## config.mk

```make
export PLATFORM = sky130hd
export DESIGN_NAME = homography_point_box_classifier
export DESIGN_NICKNAME = d
export VERILOG_FILES = /design/src/sv/hpbc_pkg.sv /design/src/sv/hpbc_ctrl.sv /design/src/sv/hpbc_dpath.sv /design/src/sv/homography_point_box_classifier.sv
export SDC_FILE = /design/constraint.sdc
export NUM_CORES = 2
export LEC_CHECK = 0
export ABC_AREA = 1
export BUFFER_PORTS_ARGS = -buffer_cell sky130_fd_sc_hd__buf_2
export CORE_AREA = 2 2 444 446
export DETAILED_ROUTE_END_ITERATION = 16
export DIE_AREA = 0 0 446 448
export GPL_ROUTABILITY_DRIVEN = 0
export PLACE_DENSITY = 0.76
export SLEW_MARGIN = 20
export SYNTH_ARGS = -nofsm -noshare
export SYNTH_HDL_FRONTEND = slang
export SYNTH_SLANG_ARGS = --single-unit
```

## constraint.sdc

```tcl
create_clock -name aclk -period 24.4 [get_ports aclk]
set_input_delay 1.22 -clock aclk [delete_from_list [all_inputs] [get_ports aclk]]
set_output_delay 1.22 -clock aclk [all_outputs]
set_load 0.01 [all_outputs]
```

## src/sv/hpbc_pkg.sv

```systemverilog
// Package for the homography point box classifier: payload structs, opcodes,
// controller states and datapath command/status types. No dependencies.
`timescale 1ns / 1ps
`default_nettype none
package hpbc_pkg;

    localparam int MAX_BOXES_DEF = 16;
    localparam logic [2:0] NO_CLASS = 3'd6;
    localparam int NUM_REGS = 8;
    localparam int Q_FRAC = 16;

    localparam logic [1:0] OP_CLEAR   = 2'd0;
    localparam logic [1:0] OP_ADD     = 2'd1;
    localparam logic [1:0] OP_PROJECT = 2'd2;

    localparam logic [2:0] REG_H00 = 3'd0;
    localparam logic [2:0] REG_H01 = 3'd1;
    localparam logic [2:0] REG_H02 = 3'd2;
    localparam logic [2:0] REG_H10 = 3'd3;
    localparam logic [2:0] REG_H11 = 3'd4;
    localparam logic [2:0] REG_H12 = 3'd5;
    localparam logic [2:0] REG_H20 = 3'd6;
    localparam logic [2:0] REG_H21 = 3'd7;

    typedef struct packed {
        logic [1:0]         op;
        logic signed [7:0]  box_class;
        logic signed [15:0] box_left;
        logic signed [15:0] box_top;
        logic [14:0]        box_width;
        logic [14:0]        box_height;
        logic signed [15:0] bev_x;
        logic signed [15:0] bev_y;
    } in_item_t;

    typedef struct packed {
        logic signed [15:0] image_x;
        logic signed [15:0] image_y;
        logic [2:0]         class_id;
        logic               div_fault;
    } out_item_t;

    typedef enum logic [3:0] {
        ST_IDLE, ST_MUL_A, ST_MUL_B, ST_MUL_C, ST_SUM,
        ST_DIV_X, ST_DIV_Y, ST_SCAN, ST_OUT
    } state_t;

    typedef struct packed {
        logic load;       // capture input item
        logic clear;      // box_count to zero
        logic add;        // append box
        logic mul;        // run product step
        logic sum;        // form X, Y, W
        logic div_start;  // start divider on selected numerator
        logic div_sel_y;  // divider numerator select
        logic div_take;   // store divider result
        logic scan_start;
        logic scan_step;
    } cmd_t;

    typedef struct packed {
        logic div_done;
        logic scan_done;
    } stat_t;

endpackage
`default_nettype wire

```

## src/sv/hpbc_ctrl.sv

```systemverilog
// Controller state machine of the homography point box classifier.
// Depends on hpbc_pkg.
`timescale 1ns / 1ps
`default_nettype none
module hpbc_ctrl (
    input  wire               aclk,
    input  wire               aresetn,
    input  wire               s_valid,
    output logic              s_ready,
    input  wire [1:0]         in_op,
    input  hpbc_pkg::stat_t   stat,
    output hpbc_pkg::cmd_t    cmd,
    output logic              m_valid,
    input  wire               m_ready
);
    import hpbc_pkg::*;

    state_t state_reg, state_next;
    logic [1:0] mstep_reg, mstep_next;

    always_ff @(posedge aclk) begin
        if (!aresetn) begin
            state_reg <= ST_IDLE;
            mstep_reg <= '0;
        end else begin
            state_reg <= state_next;
            mstep_reg <= mstep_next;
        end
    end

    always_comb begin
        state_next = state_reg;
        mstep_next = mstep_reg;
        cmd = '0;
        s_ready = 1'b0;
        m_valid = 1'b0;
        case (state_reg)
            ST_IDLE: begin
                s_ready = 1'b1;
                if (s_valid) begin
                    cmd.clear = (in_op == OP_CLEAR);
                    cmd.add = (in_op == OP_ADD);
                    cmd.load = 1'b1;
                    if (in_op == OP_PROJECT) begin
                        state_next = ST_MUL_A;
                        mstep_next = '0;
                    end
                end
            end
            ST_MUL_A, ST_MUL_B, ST_MUL_C: begin
                // one product per step: six products across ST_MUL_A, ST_MUL_B and ST_MUL_C
                cmd.mul = 1'b1;
                mstep_next = mstep_reg + 2'd1;
                if (mstep_reg == 2'd1) begin
                    mstep_next = '0;
                    case (state_reg)
                        ST_MUL_A: state_next = ST_MUL_B;
                        ST_MUL_B: state_next = ST_MUL_C;
                        default:  state_next = ST_SUM;
                    endcase
                end
            end
            ST_SUM: begin
                cmd.sum = 1'b1;
                cmd.div_start = 1'b1;
                state_next = ST_DIV_X;
            end
            ST_DIV_X: begin
                if (stat.div_done) begin
                    cmd.div_take = 1'b1;
                    cmd.div_start = 1'b1;
                    cmd.div_sel_y = 1'b1;
                    state_next = ST_DIV_Y;
                end
            end
            ST_DIV_Y: begin
                cmd.div_sel_y = 1'b1;
                if (stat.div_done) begin
                    cmd.div_take = 1'b1;
                    cmd.scan_start = 1'b1;
                    state_next = ST_SCAN;
                end
            end
            ST_SCAN: begin
                cmd.scan_step = 1'b1;
                if (stat.scan_done) state_next = ST_OUT;
            end
            ST_OUT: begin
                m_valid = 1'b1;
                if (m_ready) state_next = ST_IDLE;
            end
            default: state_next = ST_IDLE;
        endcase
    end

`ifndef NO_ASSERTIONS
    a_out_from_scan: assert property (@(posedge aclk) disable iff (!aresetn)
        $rose(m_valid) |-> $past(state_reg) == ST_SCAN)
        else $error("result raised without scan");
    a_no_accept_busy: assert property (@(posedge aclk) disable iff (!aresetn)
        s_ready |-> !m_valid)
        else $error("input taken while result pending");
    a_hold_out: assert property (@(posedge aclk) disable iff (!aresetn)
        m_valid && !m_ready |=> m_valid)
        else $error("result dropped");
`endif
endmodule
`default_nettype wire

```

## src/sv/hpbc_dpath.sv

```systemverilog
// Datapath: coefficient registers, box store, product sums, serial divider
// and box scan. Depends on hpbc_pkg.
`timescale 1ns / 1ps
`default_nettype none
module hpbc_dpath #(
    parameter int MAX_BOXES = hpbc_pkg::MAX_BOXES_DEF
) (
    input  wire                 aclk,
    input  wire                 aresetn,
    input  wire                 cfg_valid,
    input  wire [2:0]           cfg_index,
    input  wire [31:0]          cfg_data,
    input  hpbc_pkg::in_item_t  in_item,
    input  hpbc_pkg::cmd_t      cmd,
    output hpbc_pkg::stat_t     stat,
    output hpbc_pkg::out_item_t out_item
);
    import hpbc_pkg::*;

    localparam int IW = (MAX_BOXES > 1) ? $clog2(MAX_BOXES) : 1;
    localparam int CW = $clog2(MAX_BOXES + 1);

    logic signed [31:0] h_reg [NUM_REGS];

    always_ff @(posedge aclk) begin
        if (!aresetn) begin
            for (int i = 0; i < NUM_REGS; i++) begin
                h_reg[i] <= (i == int'(REG_H00) || i == int'(REG_H11))
                    ? 32'sd65536 : 32'sd0;
            end
        end else if (cfg_valid) begin
            h_reg[cfg_index] <= cfg_data;
        end
    end

    // box store
    logic signed [15:0] st_left   [MAX_BOXES];
    logic signed [15:0] st_top    [MAX_BOXES];
    logic [14:0]        st_width  [MAX_BOXES];
    logic [14:0]        st_height [MAX_BOXES];
    logic [2:0]         st_class  [MAX_BOXES];
    logic [CW-1:0]      count_reg;

    always_ff @(posedge aclk) begin
        if (!aresetn) count_reg <= '0;
        else if (cmd.clear) count_reg <= '0;
        else if (cmd.add && count_reg < CW'(MAX_BOXES)) count_reg <= count_reg + 1'b1;
    end

    always_ff @(posedge aclk) begin
        if (cmd.add && count_reg < CW'(MAX_BOXES)) begin
            st_left[count_reg[IW-1:0]]   <= in_item.box_left;
            st_top[count_reg[IW-1:0]]    <= in_item.box_top;
            st_width[count_reg[IW-1:0]]  <= in_item.box_width;
            st_height[count_reg[IW-1:0]] <= in_item.box_height;
            st_class[count_reg[IW-1:0]]  <= (in_item.box_class >= 0 && in_item.box_class < 6)
                ? in_item.box_class[2:0] : NO_CLASS;
        end
    end

    // products: one 32x16 multiply per cycle
    logic signed [15:0] bx_reg, by_reg;
    logic [2:0] pidx_reg;
    logic signed [47:0] prod_reg [6];

    always_ff @(posedge aclk) begin
        if (cmd.load) begin
            bx_reg <= in_item.bev_x;
            by_reg <= in_item.bev_y;
            pidx_reg <= '0;
        end else if (cmd.mul) begin
            pidx_reg <= pidx_reg + 3'd1;
        end
    end

    logic signed [31:0] mul_h;
    logic signed [15:0] mul_b;
    always_comb begin
        case (pidx_reg)
            3'd0: begin mul_h = h_reg[REG_H00]; mul_b = bx_reg; end
            3'd1: begin mul_h = h_reg[REG_H01]; mul_b = by_reg; end
            3'd2: begin mul_h = h_reg[REG_H10]; mul_b = bx_reg; end
            3'd3: begin mul_h = h_reg[REG_H11]; mul_b = by_reg; end
            3'd4: begin mul_h = h_reg[REG_H20]; mul_b = bx_reg; end
            default: begin mul_h = h_reg[REG_H21]; mul_b = by_reg; end
        endcase
    end

    always_ff @(posedge aclk) begin
        if (cmd.mul) prod_reg[pidx_reg[2:0] > 3'd5 ? 3'd5 : pidx_reg] <= mul_h * mul_b;
    end

    logic signed [49:0] nx_reg, ny_reg, w_reg;
    always_ff @(posedge aclk) begin
        if (cmd.sum) begin
            nx_reg <= 50'(prod_reg[0]) + 50'(prod_reg[1]) + 50'(h_reg[REG_H02]);
            ny_reg <= 50'(prod_reg[2]) + 50'(prod_reg[3]) + 50'(h_reg[REG_H12]);
            w_reg  <= 50'(prod_reg[4]) + 50'(prod_reg[5]) + 50'sd65536;
        end
    end

    // restoring divider on magnitudes, one quotient bit per cycle
    localparam int DW = 50;
    logic [DW-1:0] rem_reg, quo_reg, dmag_reg;
    logic [5:0]    dcnt_reg;
    logic          dbusy_reg, dneg_reg, nzero_reg, nneg_reg, dsel_reg;
    logic signed [DW-1:0] num_sel;
    logic [DW-1:0] num_mag, w_mag, rem_sh;

    assign num_sel = cmd.div_sel_y ? ny_reg : nx_reg;
    // sum stage lands in the same cycle as the first start: read its inputs
    logic signed [49:0] nx_now, ny_now, w_now;
    assign nx_now = 50'(prod_reg[0]) + 50'(prod_reg[1]) + 50'(h_reg[REG_H02]);
    assign ny_now = 50'(prod_reg[2]) + 50'(prod_reg[3]) + 50'(h_reg[REG_H12]);
    assign w_now  = 50'(prod_reg[4]) + 50'(prod_reg[5]) + 50'sd65536;

    logic signed [DW-1:0] n_src, w_src;
    assign n_src = cmd.sum ? nx_now : num_sel;
    assign w_src = cmd.sum ? w_now : w_reg;
    assign num_mag = n_src[DW-1] ? DW'(-n_src) : DW'(n_src);
    assign w_mag = w_src[DW-1] ? DW'(-w_src) : DW'(w_src);
    assign rem_sh = {rem_reg[DW-2:0], quo_reg[DW-1]};

    always_ff @(posedge aclk) begin
        if (!aresetn) begin
            dbusy_reg <= 1'b0;
        end else if (cmd.div_start) begin
            dbusy_reg <= 1'b1;
        end else if (dbusy_reg && dcnt_reg == 6'(DW - 1)) begin
            dbusy_reg <= 1'b0;
        end
    end

    always_ff @(posedge aclk) begin
        if (cmd.div_start) begin
            rem_reg <= '0;
            quo_reg <= num_mag;
            dmag_reg <= w_mag;
            dcnt_reg <= '0;
            dneg_reg <= n_src[DW-1] ^ w_src[DW-1];
            nneg_reg <= n_src[DW-1];
            nzero_reg <= (n_src == '0);
            dsel_reg <= cmd.div_sel_y;
        end else if (dbusy_reg) begin
            dcnt_reg <= dcnt_reg + 6'd1;
            if (rem_sh >= dmag_reg && dmag_reg != '0) begin
                rem_reg <= rem_sh - dmag_reg;
                quo_reg <= {quo_reg[DW-2:0], 1'b1};
            end else begin
                rem_reg <= rem_sh;
                quo_reg <= {quo_reg[DW-2:0], 1'b0};
            end
        end
    end

    logic ddone_reg;
    always_ff @(posedge aclk) begin
        if (!aresetn) ddone_reg <= 1'b0;
        else ddone_reg <= dbusy_reg && dcnt_reg == 6'(DW - 1) && !cmd.div_start;
    end
    assign stat.div_done = ddone_reg;

    logic signed [15:0] coord;
    logic fault_now;
    always_comb begin
        fault_now = (dmag_reg == '0);
        if (fault_now) begin
            coord = nzero_reg ? 16'sd0 : (nneg_reg ? -16'sd32768 : 16'sd32767);
        end else if (!dneg_reg) begin
            coord = (quo_reg > DW'(32767)) ? 16'sd32767 : 16'(quo_reg);
        end else begin
            coord = (quo_reg > DW'(32768)) ? -16'sd32768 : 16'(-quo_reg);
        end
    end

    // store the finished quotient by the numerator it was started on
    logic signed [15:0] px_reg, py_reg;
    logic fault_reg;
    always_ff @(posedge aclk) begin
        if (cmd.div_take) begin
            if (dsel_reg) py_reg <= coord;
            else px_reg <= coord;
            fault_reg <= dsel_reg ? (fault_reg | fault_now) : fault_now;
        end
    end

    // box scan: read one entry per cycle into registers and compare the registered entry
    logic [CW-1:0] sidx_reg;
    logic [2:0]    cls_reg;
    logic          rdv_reg;
    logic signed [15:0] rd_left_reg, rd_top_reg;
    logic [14:0]   rd_width_reg, rd_height_reg;
    logic [2:0]    rd_class_reg;
    logic          hit;
    logic [IW-1:0] si;
    logic signed [16:0] xr, yr;
    assign si = sidx_reg[IW-1:0];
    assign xr = 17'(rd_left_reg) + 17'(signed'({1'b0, rd_width_reg}));
    assign yr = 17'(rd_top_reg) + 17'(signed'({1'b0, rd_height_reg}));
    assign hit = rdv_reg && px_reg >= rd_left_reg && 17'(px_reg) < xr
        && py_reg >= rd_top_reg && 17'(py_reg) < yr && rd_class_reg != NO_CLASS;

    always_ff @(posedge aclk) begin
        if (cmd.scan_step) begin
            rd_left_reg   <= st_left[si];
            rd_top_reg    <= st_top[si];
            rd_width_reg  <= st_width[si];
            rd_height_reg <= st_height[si];
            rd_class_reg  <= st_class[si];
        end
    end

    always_ff @(posedge aclk) begin
        if (cmd.scan_start) begin
            sidx_reg <= '0;
            cls_reg <= NO_CLASS;
            rdv_reg <= 1'b0;
        end else if (cmd.scan_step) begin
            rdv_reg <= (sidx_reg < count_reg);
            if (sidx_reg < count_reg) sidx_reg <= sidx_reg + 1'b1;
            if (hit) cls_reg <= rd_class_reg;
        end
    end
    // the last entry is compared at the same edge that ends the scan
    assign stat.scan_done = cmd.scan_step && sidx_reg >= count_reg;

    assign out_item.image_x = px_reg;
    assign out_item.image_y = py_reg;
    assign out_item.class_id = cls_reg;
    assign out_item.div_fault = fault_reg;

`ifndef NO_ASSERTIONS
    a_count_max: assert property (@(posedge aclk) disable iff (!aresetn)
        count_reg <= CW'(MAX_BOXES))
        else $error("box count overflow");
    a_cls_range: assert property (@(posedge aclk) disable iff (!aresetn)
        cmd.scan_step && !cmd.scan_start |-> cls_reg <= NO_CLASS)
        else $error("class out of range");
    a_done_pulse: assert property (@(posedge aclk) disable iff (!aresetn)
        ddone_reg |=> !ddone_reg)
        else $error("divider done held");
`endif
endmodule
`default_nettype wire

```

## src/sv/homography_point_box_classifier.sv

```systemverilog
// Top level of the homography point box classifier: ports, controller and
// datapath. Depends on hpbc_pkg, hpbc_ctrl and hpbc_dpath.
`timescale 1ns / 1ps
`default_nettype none
// Op 0 clears the box list and op 1 appends a box; each gives no item. Op 2
// maps a bird's-eye point through the inverse homography (Q16.16, last
// entry one) and returns one item: the image point, divided by W truncating
// toward zero and saturated to 16 bits, the class of the last containing box
// with class 0 to 5 (else 6), and a fault flag for a zero W. An op 2 item
// passes through an accept, six products on the single 32x16 multiplier, a
// sum, two 50-bit restoring divisions at one quotient bit per cycle, a scan
// at one box per cycle and a result held until taken. One item is in work
// at a time. Writes at index above 7 are taken and dropped.
module homography_point_box_classifier #(
    parameter int MAX_BOXES = hpbc_pkg::MAX_BOXES_DEF
) (
    input  wire                  aclk,
    input  wire                  aresetn,
    input  wire                  cfg_valid,
    output logic                 cfg_ready,
    input  wire [3:0]            cfg_index,
    input  wire [31:0]           cfg_data,
    input  wire                  s_valid,
    output logic                 s_ready,
    input  hpbc_pkg::in_item_t   s_data,
    output logic                 m_valid,
    input  wire                  m_ready,
    output hpbc_pkg::out_item_t  m_data
);
    import hpbc_pkg::*;

    cmd_t  cmd;
    stat_t stat;

    // always take writes; drop those beyond the register list
    assign cfg_ready = 1'b1;

    hpbc_ctrl u_ctrl (
        .aclk(aclk), .aresetn(aresetn),
        .s_valid(s_valid), .s_ready(s_ready), .in_op(s_data.op),
        .stat(stat), .cmd(cmd),
        .m_valid(m_valid), .m_ready(m_ready)
    );

    hpbc_dpath #(.MAX_BOXES(MAX_BOXES)) u_dpath (
        .aclk(aclk), .aresetn(aresetn),
        .cfg_valid(cfg_valid && !cfg_index[3]), .cfg_index(cfg_index[2:0]),
        .cfg_data(cfg_data),
        .in_item(s_data), .cmd(cmd), .stat(stat), .out_item(m_data)
    );

`ifndef NO_ASSERTIONS
    a_in_hold: assert property (@(posedge aclk) disable iff (!aresetn)
        s_valid && !s_ready |=> s_valid)
        else $error("input valid withdrawn");
    a_out_stable: assert property (@(posedge aclk) disable iff (!aresetn)
        m_valid && !m_ready |=> $stable(m_data))
        else $error("result changed while stalled");
    a_exclusive: assert property (@(posedge aclk) disable iff (!aresetn)
        !(s_ready && m_valid))
        else $error("busy overlap");
`endif
endmodule
`default_nettype wire
```

# After elaboration in Yosys (flattened, before gate mapping)

Memories as Yosys holds them, arrays and structs flattened. A register that Yosys moved wholly into a read port is not among the register bits.
Cells that the tools add are included.

Logic and storage cells: 183
Bits in registers: 399
Output and inout port bits: 39
Memories kept: 7
Memory bits (writable): 1,584

$add $sub $neg: 17
Order comparisons: 13
Equality and inequality tests: 24
Bitwise gates (word level): 4
Mux-type cells: 58
$mul: 1
Reductions and logical operators: 33

Memory list:

| name              | words | width | rd ports | clocked after Yosys merged registers in | write ports | line             | source |
|---|---|---|---|---|---|---|---|
| u_dpath.prod_reg  | 6     | 48    | 6        | 0                                       | 1           | hpbc_dpath.sv:64 | `logic signed [47:0] prod_reg [6];` |
| u_dpath.h_reg     | 8     | 32    | 8        | 0                                       | 8           | hpbc_dpath.sv:23 | `logic signed [31:0] h_reg [NUM_REGS];` |
| u_dpath.st_left   | 16    | 16    | 1        | 1                                       | 1           | hpbc_dpath.sv:37 | `logic signed [15:0] st_left [MAX_BOXES];` |
| u_dpath.st_top    | 16    | 16    | 1        | 1                                       | 1           | hpbc_dpath.sv:38 | `logic signed [15:0] st_top [MAX_BOXES];` |
| u_dpath.st_height | 16    | 15    | 1        | 1                                       | 1           | hpbc_dpath.sv:40 | `logic [14:0] st_height [MAX_BOXES];` |
| u_dpath.st_width  | 16    | 15    | 1        | 1                                       | 1           | hpbc_dpath.sv:39 | `logic [14:0] st_width [MAX_BOXES];` |
| +1 memories       | --    | --    | --       | --                                      | --          | --               |  |

Operator list:

| operator               | number |
|---|---|
| $mux 50                | 6 |
| $pmux 32 s5            | 1 |
| $add 48x48->49         | 3 |
| $mux 16                | 7 |
| $add 49x32->50         | 2 |
| $logic_not 50->1       | 2 |
| $neg 50->50            | 2 |
| $mux 49                | 2 |
| $add 50x18->50 const B | 1 |
| $ge 50x50->1           | 1 |
| $gt 50x15->1 const B   | 1 |
| $gt 50x16->1 const B   | 1 |
| $reduce_bool 50->1     | 1 |
| $sub 49x49->49         | 1 |
| $mul 32x16->48         | 1 |
| $add 16x16->17         | 2 |
| $lt 16x17->1           | 2 |
| $ge 16x16->1           | 2 |
| $mux 32                | 1 |
| $reduce_or 32->1       | 1 |
| $mux 4                 | 7 |
| $pmux 4 s7             | 1 |
| $mux 1                 | 19 |
| $mux 3                 | 6 |
| other kinds (42)       | 77 |

# Longest topological paths before layout

Word-level depth: 7
Depth in mapped cells: 37
Depth with buffers taken out: 37

# Cells and area by module

From an unflattened synthesis, not the netlist that was laid out.

Cells, all modules: 11,563
Area total of the unflattened synthesis: 117,053.5 µm²

By module, submodules not included:

| module                          | instances | cells each | area an instance (µm²) |
|---|---|---|---|
| hpbc_dpath                      | 1         | 11,474     | 116,545.5 |
| hpbc_ctrl                       | 1         | 85         | 486.7 |
| homography_point_box_classifier | 1         | 4          | 21.3 |

# Least setup slack after synthesis

Ideal clock, no wire load.

Kind: reg-to-reg
Start: register u_dpath.pidx_reg[0]
End: memory u_dpath.prod_reg[0][40] (data pin)
Stages on the path, launching flop included: 34
Arrival: 7.512 ns
Setup time: 0.208 ns
Slack: 16.681 ns
Cells stage by stage: dfxtp_1 inv_1 ha_1 nand2_1 inv_1 nor2_1 inv_1 nor3_1 inv_1 clkbuf_1 clkbuf_1 o21ai_1 inv_1 nand2_1 fa_1 fa_1 inv_1 fa_1 fa_1 fa_1 inv_1 fa_1 inv_1 ha_1 nand2_1 nor2_1 inv_1 o21ai_0 a21boi_0 o21bai_1 a21oi_1 o21ai_0 a21oi_1 xnor2_1

Cells in the longest elaborated chain, start to end: 4
Elaborated cells on any way between the ends: 9
Those cells by class: mul (1); eq/ne (4); mux (2); reduce/logical (2)

Ends and longest elaborated chain:

| item                                     | line             | source |
|---|---|---|
| start: declaration                       | hpbc_dpath.sv:63 | `logic [2:0] pidx_reg;` |
| start signal: assignment                 | hpbc_dpath.sv:72 | `pidx_reg <= pidx_reg + 3'd1;` |
| $eq 3x2->1, or another cell as far along | hpbc_dpath.sv:79 | `case (pidx_reg)` |
| $reduce_or 3->1 (no source line)         | --               |  |
| $mux 16                                  | hpbc_dpath.sv:79 |  |
| $mul 32x16->48 *                         | hpbc_dpath.sv:90 | `if (cmd.mul) prod_reg[pidx_reg[2:0] > 3'd5 ? 3'd5 : pidx_reg] <= mul_h * mul_b;` |
| end: declaration                         | hpbc_dpath.sv:64 |  |

Mark *: on every way between the ends. The rest lies on a longest branch, timed or not.

# Worst setup path after layout

Start: register u_dpath.pidx_reg[0]
End: memory u_dpath.prod_reg[0][46] (data pin)

The elaborated chain is that of the path after synthesis.

==> results.txt <==
max reg flops: 288
placed insts: 14,000
post_cts resized: 0
core box area: 0.195 sq mm
Area growth syn-to-layout: 9.22%
post-synthesis net count: 12,700
layout cells sized above 1: 0.0716
top layer in use: met5
CP Capture Type: flip-flop
status: finished, final reports clean
maximum capacitance violations: 0
most frequent cells in the layout: nand2_1, edfxtp_1, nor2_1
reg2reg start: u_dpath.pidx_reg[0]$_SDFFE_PP0P_
distinct cell type count after synthesis: 73
CTS root buf: clkbuf_16
Worst-path clk slew: 0.06 ns
Syn Inst Count: 11,500
Async SR Flop Fraction: 0
Tcrit/Tclk final: 0.432
setup_tns: 0 ns
Hold Vio Cnt, Final: 0
Pre-Repair DR Iteration Count: 10
slew margin rel.: 0.146
clk sinks: 2,048
fin. max-slew vios: 0
Place WS: 14.20 ns
routed wl met3: 36,000 microns
row cnt: 162
fill cell count: 14,600
fin nets: 12,800
Setup Skew: 0.0581 ns
CP most frequent cell: inv_1
wl on met1: 126,000 microns
Worst EP required: 24.96 ns
final setup margin: 13.86 ns
global-route wire length before repair: 493,000 microns
Top delay family on crit path: adder cells
CTS H-Tree Depth: 4
total grt overflow: 0
Synthesis Warnings: 0
Post-CTS Setup Repair Bufs: 0
Initial Util: 0.599
worst-margin pin slew: 1.27 ns
WL final: 325,000 microns
RSZ-0062 raised after global routing: false
Critical Path AT: 11.10 ns
sequential cell area: 0.0602 sq mm
Clock Path Buffers: 3
final std cells w/o fill: 14,400
Crit path largest cell delay: 0.64 ns
min cycle time layout: 10.54 ns
Clock Latency Late Sink: 0.89 ns
most common cell after layout, fill and taps aside: nand2_1
Post-CTS Hold Fix Bufs: 0
DRC: 0
initial antenna violation count: 20
port buffer count: 182
Setup Viol. Count Final: 0
post-synthesis area per instance: 10.1 sq um
startpoint class of the critical path: flip-flop
Buf/Inv on CP: 12
die height: 448 microns
Synth Cell Area: 0.117 sq mm
largest net degree at the start of global routing: 234
met2 wire len: 147,000 microns
WL/cell: 22.6 microns
kind of critical path: reg -> reg
CTS Buf Count: 204
Worst Setup SP: u_dpath.pidx_reg[0]$_SDFFE_PP0P_
WHS: 0.463 ns
Iteration-0 DRC Markers: 11,800
CTS tree: done
hold_sp: u_ctrl.mstep_reg[1]$_SDFFE_PN0P_
top achievable clock speed: 94.9 MHz
Crit-path slowest cell: o21ai_1
DR vias/cell: 6.05
final HPWL from detailed placement: 224,000 microns
critical-path maximum fanout: 33
Via Count: 87,000
DIE WIDTH: 446 microns
Ports: 184
sequential cell area fraction in the yosys report: 0.516
number of synthesized flops with an enable pin: 1,918
gr usage total: 0.323
worst hold path class: reg -> reg
#FFs+latches synth: 2,048
vias in the first global route: 84,500
area occupied by multi-input gates: 0.0494 sq mm
Final ANT Viol Nets: 0
die footprint: 0.200 sq mm
Synth Flop Type: edfxtp_1
[worst reg2reg max path: cells and delay by family, from the launching register on]
family	cells	cell delay (ns)
fa+ha+maj	8	3.26
compound gates	9	2.84
buf+inv	12	2.56
simple gates	5	0.66
xor+xnor	1	0.50
flops	1	0.41
[cell usage after synthesis (all sizes together), types with 3 or more instances]
master     n  area [sq um]
nor2    1757          6810
and2       6          37.5
nor4      25           156
buf       74           408
o32ai    151          1320
a21o      18           136
a221oi    29           254
edfxtp  1918         57600
o21ai    623          3210
a32o      14           140
clkinv     8          32.5
nor3      64           325
ha       423          5290
a22o       5          43.8
a31oi     74           463
nand2   2121          8080
o21bai    41           308
a211o      3          26.3
o211ai    56           420
nand3    432          2250
nand4     97           622
dfxtp    130          2600
nand3b    14           109
o31ai     17           133
xnor2     83           727
nor3b      6          45.0
fa       588         11800
o21a      20           150
mux2i    119          1190
xor2     189          1660
inv     1541          5780
o22ai      5          31.3
o221ai   118          1030
a21oi    388          1950
a21boi    13          97.6
or2       26           163
clkbuf   297          1110
[kinds of logic (layout without fill, tap and decap cells)]
kind of cell / count (synthesis) / after routing / synth area share
DFF: 2048 / 2048 / 0.516
AOI/OAI and AO/OA: 1588 / 1588 / 0.0843
adders and majority gates: 1011 / 1011 / 0.146
buffers and inverters: 1920 / 2239 / 0.0629
muxes: 119 / 119 / 0.0102
and+or+nand+nor: 4553 / 4553 / 0.160
xor gates and xnor gates: 272 / 272 / 0.0204
other: 1 / 10 / 0.0000321
[metal layers]
layer,GRT usage,vias up
li1,-,39000
met1,0.444,41900
met2,0.503,5336
met3,0.0652,876
met4,0.142,4
met5,0,-
[stage by stage]
stage	utilization	instance area (sq um)
6_report	0.655	127000
5_1_grt	0.655	127000
3_3_place_gp	0.619	120000
3_5_place_dp	0.620	121000
2_1_floorplan	-	117000
4_1_cts	0.655	127000
[path summary, 6_finish.rpt]
kind,endpoint,slack (ns),cells past startpoint
max reg2reg,u_dpath.prod_reg[0][46]$_DFFE_PP_,13.86,35
min reg2reg,u_ctrl.mstep_reg[1]$_SDFFE_PN0P_,0.46,2
min,u_ctrl.mstep_reg[1]$_SDFFE_PN0P_,0.46,2
max,u_dpath.prod_reg[0][46]$_DFFE_PP_,13.86,35
[layout make-up]
class	instances	share of cell area
diodes	9	0.000177
clock buffers	256	0.0426
clock inverters	122	0.0108
inverters	1549	0.0457
multi-input cells	7544	0.388
flip-flops and latches	2048	0.473
well taps	2542	0.0250
repair buffers	312	0.0154
Power is left out: the tool's default activity adds up to more than one toggle a clock period on the data nets, which glitch-free logic cannot reach.
